`src/design/feedback_delay_network_reverb_core_macros.svh`:
```
// ----------------------------------------------------------------------------
// Reverb core assertion macros
// Clocked, reset-gated assertion helpers used by the reverb core back end.
// ----------------------------------------------------------------------------
`ifndef FEEDBACK_DELAY_NETWORK_REVERB_CORE_MACROS_SVH
`define FEEDBACK_DELAY_NETWORK_REVERB_CORE_MACROS_SVH

// Check a property on every rising clock edge outside reset.
`define FDNR_ASSERT(lbl, prop, msg) \
   lbl: assert property (@(posedge clock) disable iff (reset) prop) else $error(msg);

// Check that a condition never holds outside reset.
`define FDNR_NEVER(lbl, cond, msg) \
   `FDNR_ASSERT(lbl, !(cond), msg)

`endif

```
`src/design/fdnr_pkg.sv`:
```
// ----------------------------------------------------------------------------
// Reverb core package
// Sizes, coefficient tables, shared types and saturation helpers.
// ----------------------------------------------------------------------------
package fdnr_pkg;

   localparam int NUM_PATHS   = 7;
   localparam int MAX_PATHS   = 7;
   localparam int LINE_DEPTH  = 4096;
   localparam int LINE_WIDTH  = 24;

   localparam int SAMPLE_W    = 16;
   localparam int GSCALE_W    = 15;
   localparam int DSCALE_W    = 16;
   localparam int CSR_INDEX_W = 2;
   localparam int CSR_DATA_W  = 16;

   localparam logic [CSR_INDEX_W-1:0] CSR_GAIN_SCALE  = 2'd0;
   localparam logic [CSR_INDEX_W-1:0] CSR_DELAY_SCALE = 2'd1;

   localparam logic [GSCALE_W-1:0] GAIN_SCALE_RESET  = 15'd16384;
   localparam logic [DSCALE_W-1:0] DELAY_SCALE_RESET = 16'd4096;

   localparam int ADDR_W      = $clog2(LINE_DEPTH);
   localparam int DLY_W       = $clog2(LINE_DEPTH + 1);
   localparam int RD_W        = DLY_W + 1;

   // Delay = (len * delay_scale + 2^11) >> 12
   localparam int LEN_W       = 11;
   localparam int DLY_FRAC    = 12;
   localparam int DPROD_W     = LEN_W + DSCALE_W + 1;
   localparam int DRAW_W      = DPROD_W - DLY_FRAC;

   // Gain = (base * gain_scale + 2^13) >> 14
   localparam int GBASE_W     = 15;
   localparam int GAIN_FRAC   = 14;
   localparam int GPROD_W     = GBASE_W + GSCALE_W + 1;
   localparam int EFF_GAIN_W  = GPROD_W - GAIN_FRAC;

   // Tap = (line * gain + 2^14) >>> 15
   localparam int TAP_FRAC    = 15;
   localparam int PROD_W      = LINE_WIDTH + EFF_GAIN_W + 1;
   localparam int TAP_W       = PROD_W - TAP_FRAC;
   localparam int ACC_W       = TAP_W + 3;

   // Back-end stages between line read and line write.
   localparam int PIPE_DEPTH  = 4;
   localparam int OCC_W       = $clog2(PIPE_DEPTH + 1);
   localparam int NEAR_W      = $clog2(PIPE_DEPTH + 2);

   localparam int FIFO_DEPTH  = 8;
   localparam int PTR_W       = $clog2(FIFO_DEPTH);
   localparam int CNT_W       = $clog2(FIFO_DEPTH + 1);

   localparam int MIX_HALF    = (NUM_PATHS + 1) / 2;

   localparam logic [LEN_W-1:0] BASE_LEN [MAX_PATHS] =
      '{11'd1116, 11'd1188, 11'd1277, 11'd1356, 11'd1422, 11'd1491, 11'd1557};

   localparam logic [GBASE_W-1:0] BASE_GAIN [MAX_PATHS] =
      '{15'd24697, 15'd6974, 15'd7014, 15'd19419, 15'd5420, 15'd23076, 15'd3789};

   localparam logic signed [1:0] MIX_P = 2'sb01;
   localparam logic signed [1:0] MIX_N = 2'sb11;
   localparam logic signed [1:0] MIX_Z = 2'sb00;

   localparam logic signed [1:0] MIX_TAB [MAX_PATHS][MAX_PATHS] = '{
      '{MIX_Z, MIX_N, MIX_N, MIX_P, MIX_N, MIX_P, MIX_P},
      '{MIX_P, MIX_Z, MIX_N, MIX_N, MIX_P, MIX_N, MIX_P},
      '{MIX_P, MIX_P, MIX_Z, MIX_N, MIX_N, MIX_P, MIX_N},
      '{MIX_N, MIX_P, MIX_P, MIX_Z, MIX_N, MIX_N, MIX_P},
      '{MIX_P, MIX_N, MIX_P, MIX_P, MIX_Z, MIX_N, MIX_N},
      '{MIX_N, MIX_P, MIX_N, MIX_P, MIX_P, MIX_Z, MIX_N},
      '{MIX_N, MIX_N, MIX_P, MIX_N, MIX_P, MIX_P, MIX_Z}
   };

   localparam logic signed [ACC_W-1:0] LINE_MAX_ACC =
      {{(ACC_W-LINE_WIDTH+1){1'b0}}, {(LINE_WIDTH-1){1'b1}}};
   localparam logic signed [ACC_W-1:0] LINE_MIN_ACC =
      {{(ACC_W-LINE_WIDTH+1){1'b1}}, {(LINE_WIDTH-1){1'b0}}};
   localparam logic signed [ACC_W-1:0] SAMPLE_MAX_ACC =
      {{(ACC_W-SAMPLE_W+1){1'b0}}, {(SAMPLE_W-1){1'b1}}};
   localparam logic signed [ACC_W-1:0] SAMPLE_MIN_ACC =
      {{(ACC_W-SAMPLE_W+1){1'b1}}, {(SAMPLE_W-1){1'b0}}};

   typedef struct packed {
      logic [NUM_PATHS-1:0][DLY_W-1:0]      delay;
      logic [NUM_PATHS-1:0][EFF_GAIN_W-1:0] gain;
      logic [NEAR_W-1:0]                    near;
   } fdnr_cfg_type;

   typedef struct packed {
      logic                       valid;
      logic signed [SAMPLE_W-1:0] sample;
   } fdnr_feed_type;

   typedef struct packed {
      logic pop;
      logic clearing;
   } fdnr_ctrl_type;

   function automatic logic signed [LINE_WIDTH-1:0] sat_line(
      input logic signed [ACC_W-1:0] v);
      logic signed [LINE_WIDTH-1:0] r;
      if (v > LINE_MAX_ACC) begin
         r = LINE_WIDTH'(LINE_MAX_ACC);
      end else if (v < LINE_MIN_ACC) begin
         r = LINE_WIDTH'(LINE_MIN_ACC);
      end else begin
         r = LINE_WIDTH'(v);
      end
      return r;
   endfunction

   function automatic logic signed [SAMPLE_W-1:0] sat_sample(
      input logic signed [ACC_W-1:0] v);
      logic signed [SAMPLE_W-1:0] r;
      if (v > SAMPLE_MAX_ACC) begin
         r = SAMPLE_W'(SAMPLE_MAX_ACC);
      end else if (v < SAMPLE_MIN_ACC) begin
         r = SAMPLE_W'(SAMPLE_MIN_ACC);
      end else begin
         r = SAMPLE_W'(v);
      end
      return r;
   endfunction

endpackage

```
`src/design/fdnr_fifo.sv`:
```
// ----------------------------------------------------------------------------
// Reverb sample queue
// Small register FIFO of signed samples with occupancy count.
// ----------------------------------------------------------------------------
module fdnr_fifo (
   input  logic                                clock,
   input  logic                                reset,
   input  logic                                push,
   input  logic signed [fdnr_pkg::SAMPLE_W-1:0] push_data,
   input  logic                                pop,
   output logic signed [fdnr_pkg::SAMPLE_W-1:0] pop_data,
   output logic                                empty,
   output logic                                full,
   output logic [fdnr_pkg::CNT_W-1:0]          count
);

   logic signed [fdnr_pkg::SAMPLE_W-1:0] data_ff [fdnr_pkg::FIFO_DEPTH];
   logic [fdnr_pkg::PTR_W-1:0] wr_ptr_ff, wr_ptr_in;
   logic [fdnr_pkg::PTR_W-1:0] rd_ptr_ff, rd_ptr_in;
   logic [fdnr_pkg::CNT_W-1:0] count_ff, count_in;
   logic do_push, do_pop;

   assign empty    = (count_ff == '0);
   assign full     = (count_ff == fdnr_pkg::CNT_W'(fdnr_pkg::FIFO_DEPTH));
   assign count    = count_ff;
   assign pop_data = data_ff[rd_ptr_ff];
   assign do_push  = push && !full;
   assign do_pop   = pop && !empty;

   always_comb begin
      wr_ptr_in = wr_ptr_ff;
      rd_ptr_in = rd_ptr_ff;
      count_in  = count_ff;
      if (do_push) begin
         wr_ptr_in = (wr_ptr_ff == fdnr_pkg::PTR_W'(fdnr_pkg::FIFO_DEPTH - 1)) ?
                     '0 : wr_ptr_ff + 1'b1;
      end
      if (do_pop) begin
         rd_ptr_in = (rd_ptr_ff == fdnr_pkg::PTR_W'(fdnr_pkg::FIFO_DEPTH - 1)) ?
                     '0 : rd_ptr_ff + 1'b1;
      end
      if (do_push && !do_pop) begin
         count_in = count_ff + 1'b1;
      end else if (do_pop && !do_push) begin
         count_in = count_ff - 1'b1;
      end
   end

   always_ff @(posedge clock) begin
      if (reset) begin
         wr_ptr_ff <= '0;
         rd_ptr_ff <= '0;
         count_ff  <= '0;
      end else begin
         wr_ptr_ff <= wr_ptr_in;
         rd_ptr_ff <= rd_ptr_in;
         count_ff  <= count_in;
      end
   end

   always_ff @(posedge clock) begin
      if (do_push) begin
         data_ff[wr_ptr_ff] <= push_data;
      end
   end

endmodule

```
`src/design/fdnr_front.sv`:
```
// ----------------------------------------------------------------------------
// Reverb front end
// Control registers, per-path delay and gain derivation, and input queue.
// ----------------------------------------------------------------------------
module fdnr_front (
   input  logic                                  clock,
   input  logic                                  reset,
   input  logic                                  req_valid,
   output logic                                  req_stall,
   input  logic signed [fdnr_pkg::SAMPLE_W-1:0]  req_sample_in,
   input  logic                                  csr_write_enable,
   input  logic [fdnr_pkg::CSR_INDEX_W-1:0]      csr_index,
   input  logic [fdnr_pkg::CSR_DATA_W-1:0]       csr_write_data,
   input  fdnr_pkg::fdnr_ctrl_type               ctrl,
   output fdnr_pkg::fdnr_cfg_type                cfg,
   output fdnr_pkg::fdnr_feed_type               feed
);

   logic [fdnr_pkg::GSCALE_W-1:0] gain_scale_ff;
   logic [fdnr_pkg::DSCALE_W-1:0] delay_scale_ff;

   logic [fdnr_pkg::NUM_PATHS-1:0][fdnr_pkg::DLY_W-1:0]      delay_ff, delay_in;
   logic [fdnr_pkg::NUM_PATHS-1:0][fdnr_pkg::EFF_GAIN_W-1:0] gain_ff, gain_in;
   logic [fdnr_pkg::NEAR_W-1:0]                              near_ff, near_in;

   logic [fdnr_pkg::DPROD_W-1:0] dprod [fdnr_pkg::NUM_PATHS];
   logic [fdnr_pkg::DRAW_W-1:0]  draw  [fdnr_pkg::NUM_PATHS];
   logic [fdnr_pkg::GPROD_W-1:0] gprod [fdnr_pkg::NUM_PATHS];

   logic q_push, q_empty, q_full;
   logic [fdnr_pkg::CNT_W-1:0] q_count;
   logic signed [fdnr_pkg::SAMPLE_W-1:0] q_data;

   // Control register writes; unknown indexes drop.
   always_ff @(posedge clock) begin
      if (reset) begin
         gain_scale_ff  <= fdnr_pkg::GAIN_SCALE_RESET;
         delay_scale_ff <= fdnr_pkg::DELAY_SCALE_RESET;
      end else if (csr_write_enable) begin
         unique case (csr_index)
            fdnr_pkg::CSR_GAIN_SCALE: begin
               gain_scale_ff <= csr_write_data[fdnr_pkg::GSCALE_W-1:0];
            end
            fdnr_pkg::CSR_DELAY_SCALE: begin
               delay_scale_ff <= csr_write_data[fdnr_pkg::DSCALE_W-1:0];
            end
            default: begin
            end
         endcase
      end
   end

   // Derive per-path delay (clamped to the line depth) and effective gain.
   always_comb begin
      for (int i = 0; i < fdnr_pkg::NUM_PATHS; i++) begin
         dprod[i] = fdnr_pkg::DPROD_W'(fdnr_pkg::BASE_LEN[i]) *
                    fdnr_pkg::DPROD_W'(delay_scale_ff) +
                    fdnr_pkg::DPROD_W'(2 ** (fdnr_pkg::DLY_FRAC - 1));
         draw[i]  = dprod[i][fdnr_pkg::DPROD_W-1:fdnr_pkg::DLY_FRAC];
         if (32'(draw[i]) > 32'(fdnr_pkg::LINE_DEPTH)) begin
            delay_in[i] = fdnr_pkg::DLY_W'(fdnr_pkg::LINE_DEPTH);
         end else begin
            delay_in[i] = fdnr_pkg::DLY_W'(draw[i]);
         end
         gprod[i] = fdnr_pkg::GPROD_W'(fdnr_pkg::BASE_GAIN[i]) *
                    fdnr_pkg::GPROD_W'(gain_scale_ff) +
                    fdnr_pkg::GPROD_W'(2 ** (fdnr_pkg::GAIN_FRAC - 1));
         gain_in[i] = gprod[i][fdnr_pkg::GPROD_W-1:fdnr_pkg::GAIN_FRAC];
      end
   end

   // Shortest delay that lands inside the back-end pipeline, else one past it.
   always_comb begin
      near_in = fdnr_pkg::NEAR_W'(fdnr_pkg::PIPE_DEPTH + 1);
      for (int i = 0; i < fdnr_pkg::NUM_PATHS; i++) begin
         if (delay_in[i] != '0 && 32'(delay_in[i]) <= fdnr_pkg::PIPE_DEPTH &&
             fdnr_pkg::NEAR_W'(delay_in[i]) < near_in) begin
            near_in = fdnr_pkg::NEAR_W'(delay_in[i]);
         end
      end
   end

   always_ff @(posedge clock) begin
      delay_ff <= delay_in;
      gain_ff  <= gain_in;
      near_ff  <= near_in;
   end

   assign cfg.delay = delay_ff;
   assign cfg.gain  = gain_ff;
   assign cfg.near  = near_ff;

   // Hold off requests while the lines clear or the queue is full.
   assign req_stall = q_full || ctrl.clearing;
   assign q_push    = req_valid && !req_stall;

   fdnr_fifo u_in_queue (
      .clock     (clock),
      .reset     (reset),
      .push      (q_push),
      .push_data (req_sample_in),
      .pop       (ctrl.pop),
      .pop_data  (q_data),
      .empty     (q_empty),
      .full      (q_full),
      .count     (q_count)
   );

   assign feed.valid  = !q_empty && (q_count != '0);
   assign feed.sample = q_data;

endmodule

```
`config.mk`:
```
export PLATFORM = sky130hd
export DESIGN_NAME = fdnr_front
export DESIGN_NICKNAME = d
export VERILOG_FILES = /design/src/design/feedback_delay_network_reverb_core_macros.svh /design/src/design/fdnr_pkg.sv /design/src/design/fdnr_fifo.sv /design/src/design/fdnr_front.sv
export SDC_FILE = /design/constraint.sdc
export NUM_CORES = 2
export LEC_CHECK = 0
export ABC_CLOCK_PERIOD_IN_PS = 23200
export BUFFER_PORTS_ARGS = -buffer_cell sky130_fd_sc_hd__buf_4
export CORE_MARGIN = 10
export CORE_UTILIZATION = 55
export DETAILED_ROUTE_END_ITERATION = 10
export PLACE_DENSITY = 0.74
export RECOVER_POWER = 25
export SETUP_SLACK_MARGIN = 0.1
export SLEW_MARGIN = 20
export SYNTH_ARGS = -nofsm -noshare
export SYNTH_HDL_FRONTEND = slang
export SYNTH_SLANG_ARGS = --single-unit
```
`constraint.sdc`:
```
create_clock -name clock -period 23.2 [get_ports clock]
set_input_delay 1.16 -clock clock [delete_from_list [all_inputs] [get_ports clock]]
set_output_delay 1.16 -clock clock [all_outputs]
set_load 0.05 [all_outputs]
```
==> implementation parameters <==
Parameter                              Value

Setup path
  FF-to-FF Start ... delay_scale_ff[11]$_SDFFE_PP0P_
  CP dominant cell by count ... sky130_fd_sc_hd__ha_1
  CP arrival ... 12380 ps
  Biggest cell delay along the critical path ... 600 ps
  Type of the worst setup path ... flip-flop to flip-flop
  CP Data Required Time ... 23700 ps
  FF-to-FF path depth ... between 40 and 50
  Startpoint Class ... flip-flop
  Type of destination of the critical path ... flip-flop
  Setup slack of the most critical reg-to-reg path ... 11320 ps
  Largest fanout of any net on the critical path ... 10
  Slowest stage cell on the critical path ... sky130_fd_sc_hd__dfxtp_1
  Capture point of the worst reg-to-reg path ... near_ff[1]$_DFF_P_

Synthesis
  Post-synthesis cell area ... 52180 um2
  Yosys warns ... 0
  Most frequently used flop master after synthesis ... sky130_fd_sc_hd__dfxtp_1
  Basic-gate share of the synthesized area counting and, or, nand and nor cells ... 9.782%
  Async set-or-reset flop fraction in the synthesized netlist ... 0%
  Post-synthesis instance total ... 5114
  Post-synthesis mux area share ... 2.288%
  Number of distinct library cells after synthesis ... 112
  Share of the synthesized area in compound gates (AO/OA/AOI/OAI) ... 8.479%
  Mean instance size in the synthesized netlist ... 10.20 um2
  Adder and majority gate portion of the synthesized area ... 49.44%
  Count of flip-flops with a built-in enable after synthesis ... between 100 and 150
  Xor/xnor cell area share of the yosys netlist ... 5.271%
  Part of the Yosys area used for sequential elements ... 16.88%
  Largest family of logic cells by synthesized area ... adder cells
  Synth Register Bits ... 376

Floorplanning
  Chip width ... 328.0 um
  Die height ... 328.0 um
  Effective utilization at floorplan ... about 56%
  Area of the placeable core ... 93750 um2
  Die Footprint ... 107600 um2
  I/O pins ... 271
  Number of cell rows ... approximately 110

Power
  Static Leakage ... 30.57 nW
  Switching power share of the total ... 46.99%
  Sequential cell fraction of total power ... a little under a quarter
  Cell-internal power ... 1.965 mW
  Combinational group share of total power ... 57.7%
  Maximum ir drop on the vdd rail ... 0.09963 mV
  Power Density ... 64.83 nW/um2
  Switching power summed over all nets ... 1.742 mW
  Portion of total power attributed to the clock network ... between 10% and 20%

Timing
  Part of the cycle the worst path needs ... between 50% and 60%
  Transition time of the tightest slew-check pin ... 1152 ps
  Final Hold Fails ... 0
  Max_slew headroom ... about 23%
  Setup TNS Final ... 0 ps
  Maximum clock frequency ... roughly 0.084 GHz
  Setup slack of the critical path after layout ... roughly 11000 ps
  Count of final setup violators ... 0
  Fin Clk Skew ... 34.47 ps
  RSZ-0062 raised after global routing ... false
  Final critical delay including setup and external delays ... 11880 ps
  Number of pins with negative max-slew slack in the final report ... 0

Global routing
  Largest net degree at the start of global routing ... 42
  Total routing resource utilization after global routing ... 26.68%
  Remaining Overflow, GRT ... 0
  Vias in the first global route ... slightly below 40000
  Initial antenna violation count ... 4
  Wire length of the first global-routing pass ... about 220 mm

Hold path
  Worst min-delay path startpoint ... u_in_queue.rd_ptr_ff[1]$_SDFFE_PP0P_
  Hold Crit Class ... flip-flop to flip-flop
  Worst Hold Path Cells ... 2

Drt
  Detailed router's first-iteration violation count ... roughly 2600
  Via count of the routed design ... approximately 38000
  Final wirelength ... between 100 and 150 mm
  Vias per std cell ... 5.650
  Initial DRT Pass Iterations ... 6
  Routed Antenna Nets ... 0
  Routed wirelength normalized by instance count ... 21.37 um
  Number of remaining DRC errors ... 0

CTS
  Clock tree from TritonCTS ... yes
  Cts hold-fix bufs ... 0
  TritonCTS Buffers ... 44
  CTS Sinks ... 376
  Master cell of the clock root buffer ... sky130_fd_sc_hd__clkbuf_16
  Clock transition time at the flip-flop clock pins of the worst setup and hold paths ... 70 ps
  Number of buffers inserted by post-CTS setup repair ... 0
  Resize count post-CTS ... 0
  Clk Latency, worst-skew pair ... 640 ps
  CTS H-tree depth ... 2
  Largest buffer count on any clock path ... 3

Placed design
  Worst slack, placed ... 11650 ps
  Number of buffers added on ports ... 261
  Final Wtd Congestion ... 1.022
  DPL Wire Length ... 120.2 mm
  Cell area after placement ... 55780 um2

Final layout
  Final #Nets ... between 7000 and 8000
  Final-layout fill cell count ... just under 8000
  Area used by multi-input combinational logic ... around 39000 um2
  Layout area overhead ... 9.602%
  Final Instance Area ... 57190 um2
  Share of layout cells above drive strength 1 ... 9.176%
  Combined flip-flop and latch cell area ... 8811 um2
  Final core utilization ... 61.00%

Flow run
  Number of maximum-capacitance violations ... 0

Run status
  Run status ... completed
## cell usage after synthesis, drive strengths merged, types with 26 or more instances
cell type | number | share of area, %
dfxtp | 248 | 9.5
a21o | 70 | 1.0
mux4 | 32 | 1.4
and2 | 37 | 0.44
nand4 | 34 | 0.43
inv | 996 | 7.2
buf | 26 | 0.36
fa | 682 | 26
o21ai | 113 | 1.1
clkbuf | 43 | 0.31
or3 | 33 | 0.40
a21oi | 164 | 1.6
nand2 | 192 | 1.4
xor2 | 158 | 2.7
and3 | 52 | 0.62
ha | 969 | 23
a211oi | 32 | 0.50
nor2b | 39 | 0.47
nor2 | 232 | 1.7
o21a | 41 | 0.61
edfxtp | 128 | 7.4
nor3 | 111 | 1.1
nand3 | 97 | 0.93
nand2b | 36 | 0.43
xnor2 | 156 | 2.6
## logic make-up (layout without fill, tap and decap cells)
kind of cell | after synthesis | count (layout)
mux | 76 | 76
compound gates | 642 | 642
simple gates | 986 | 986
other cells | 1 | 11
xor+xnor | 314 | 314
buf+inv | 1066 | 1382
fa+ha+maj | 1653 | 1653
flops | 376 | 376
## how the worst max path moves through the flow
stage	from	slack (ps)	to	cells after the start
4_1_cts	delay_scale_ff[11]$_SDFFE_PP0P_	11570	near_ff[1]$_DFF_P_	41
5_1_grt	delay_scale_ff[11]$_SDFFE_PP0P_	10640	near_ff[1]$_DFF_P_	41
2_1_floorplan	delay_scale_ff[13]$_SDFFE_PP0P_	13000	near_ff[1]$_DFF_P_	42
3_5_place_dp	delay_scale_ff[11]$_SDFFE_PP0P_	11650	near_ff[1]$_DFF_P_	41
6_report	delay_scale_ff[11]$_SDFFE_PP0P_	11320	near_ff[1]$_DFF_P_	41
3_3_place_gp	delay_scale_ff[11]$_SDFFE_PP0P_	11920	near_ff[1]$_DFF_P_	41
## sequential cells by signal, indices dropped and copies added, names as in the netlist, named ones only
name / flops
gain_scale_ff: 15
u_in_queue.rd_ptr_ff: 3
u_in_queue.data_ff: 128
u_in_queue.count: 4
delay_scale_ff: 16
u_in_queue.wr_ptr_ff: 3
near_ff: 3
cfg: 201
## layout by cell type, fill, tap and decap left out, types with 28 or more instances in the layout
master                      netlist  final
sky130_fd_sc_hd__inv_1          996    996
sky130_fd_sc_hd__ha_1           969    969
sky130_fd_sc_hd__fa_1           682    682
sky130_fd_sc_hd__buf_4           17    286
sky130_fd_sc_hd__dfxtp_1        248    246
sky130_fd_sc_hd__nor2_1         230    227
sky130_fd_sc_hd__nand2_1        190    190
sky130_fd_sc_hd__a21oi_1        161    161
sky130_fd_sc_hd__xor2_1         158    158
sky130_fd_sc_hd__xnor2_1        156    156
sky130_fd_sc_hd__edfxtp_1       128    128
sky130_fd_sc_hd__nor3_1         109    105
sky130_fd_sc_hd__o21ai_0        104    104
sky130_fd_sc_hd__nand3_1         97     97
sky130_fd_sc_hd__a21o_1          70     70
sky130_fd_sc_hd__and3_1          52     52
sky130_fd_sc_hd__clkbuf_16        0     46
sky130_fd_sc_hd__o21a_1          39     39
sky130_fd_sc_hd__nor2b_1         39     39
sky130_fd_sc_hd__nand2b_1        36     36
sky130_fd_sc_hd__and2_1          35     35
sky130_fd_sc_hd__or3_1           33     33
sky130_fd_sc_hd__nand4_1         32     32
sky130_fd_sc_hd__mux4_2          32     32
sky130_fd_sc_hd__a211oi_1        28     28
## through the flow
step | cells | hold WS, ps | power (mW)
final | 6694 | 486.0 | 3.707
after global routing | 6693 | 521.4 | 3.967
after CTS | 6692 | 491.2 | 3.737
after detailed placement | 6612 | 480.5 | 2.994
after global placement | 6612 | 464.1 | 2.973
after floorplan | 5122 | 454.1 | 2.413
## power groups by stage
| stage | Sequential [mW] | Combinational, mW | Clock (mW) |
|---|---|---|---|
| after global placement | 0.867 | 2.11 | 0 |
| after detailed placement | 0.870 | 2.12 | 0 |
| after floorplan | 1.26 | 1.16 | 0 |
| after CTS | 0.858 | 2.14 | 0.737 |
| final | 0.855 | 2.14 | 0.713 |
| after global routing | 0.867 | 2.34 | 0.755 |
## routing by layer
layer / global-route usage [%] / routed length [um]
met1: 34.31 / 59060
met2: 43.26 / 65950
met3: 7.456 / 13080
met4: 8.393 / 4924
met5: 0 / 8
## critical path, delay by kind of cell (launching register included)
family	cells	cell delay (ps)
AOI/OAI and AO/OA	15	4090
adders and majority gates	8	3120
buffers and inverters	4	520
DFF	1	600
muxes	3	600
and+or+nand+nor	11	2750
## area by class of cell
type,count,area share (%)
Inverter,997,6.553
Clock inverter,28,0.4835
Multi-Input combinational cell,3680,68.82
Timing Repair Buffer,305,3.879
Tap cell,1254,2.744
Sequential cell,376,15.41
Antenna cell,2,0.008752
Clock buffer,52,2.105
Note: power is estimated with default switching activity, not from simulation.
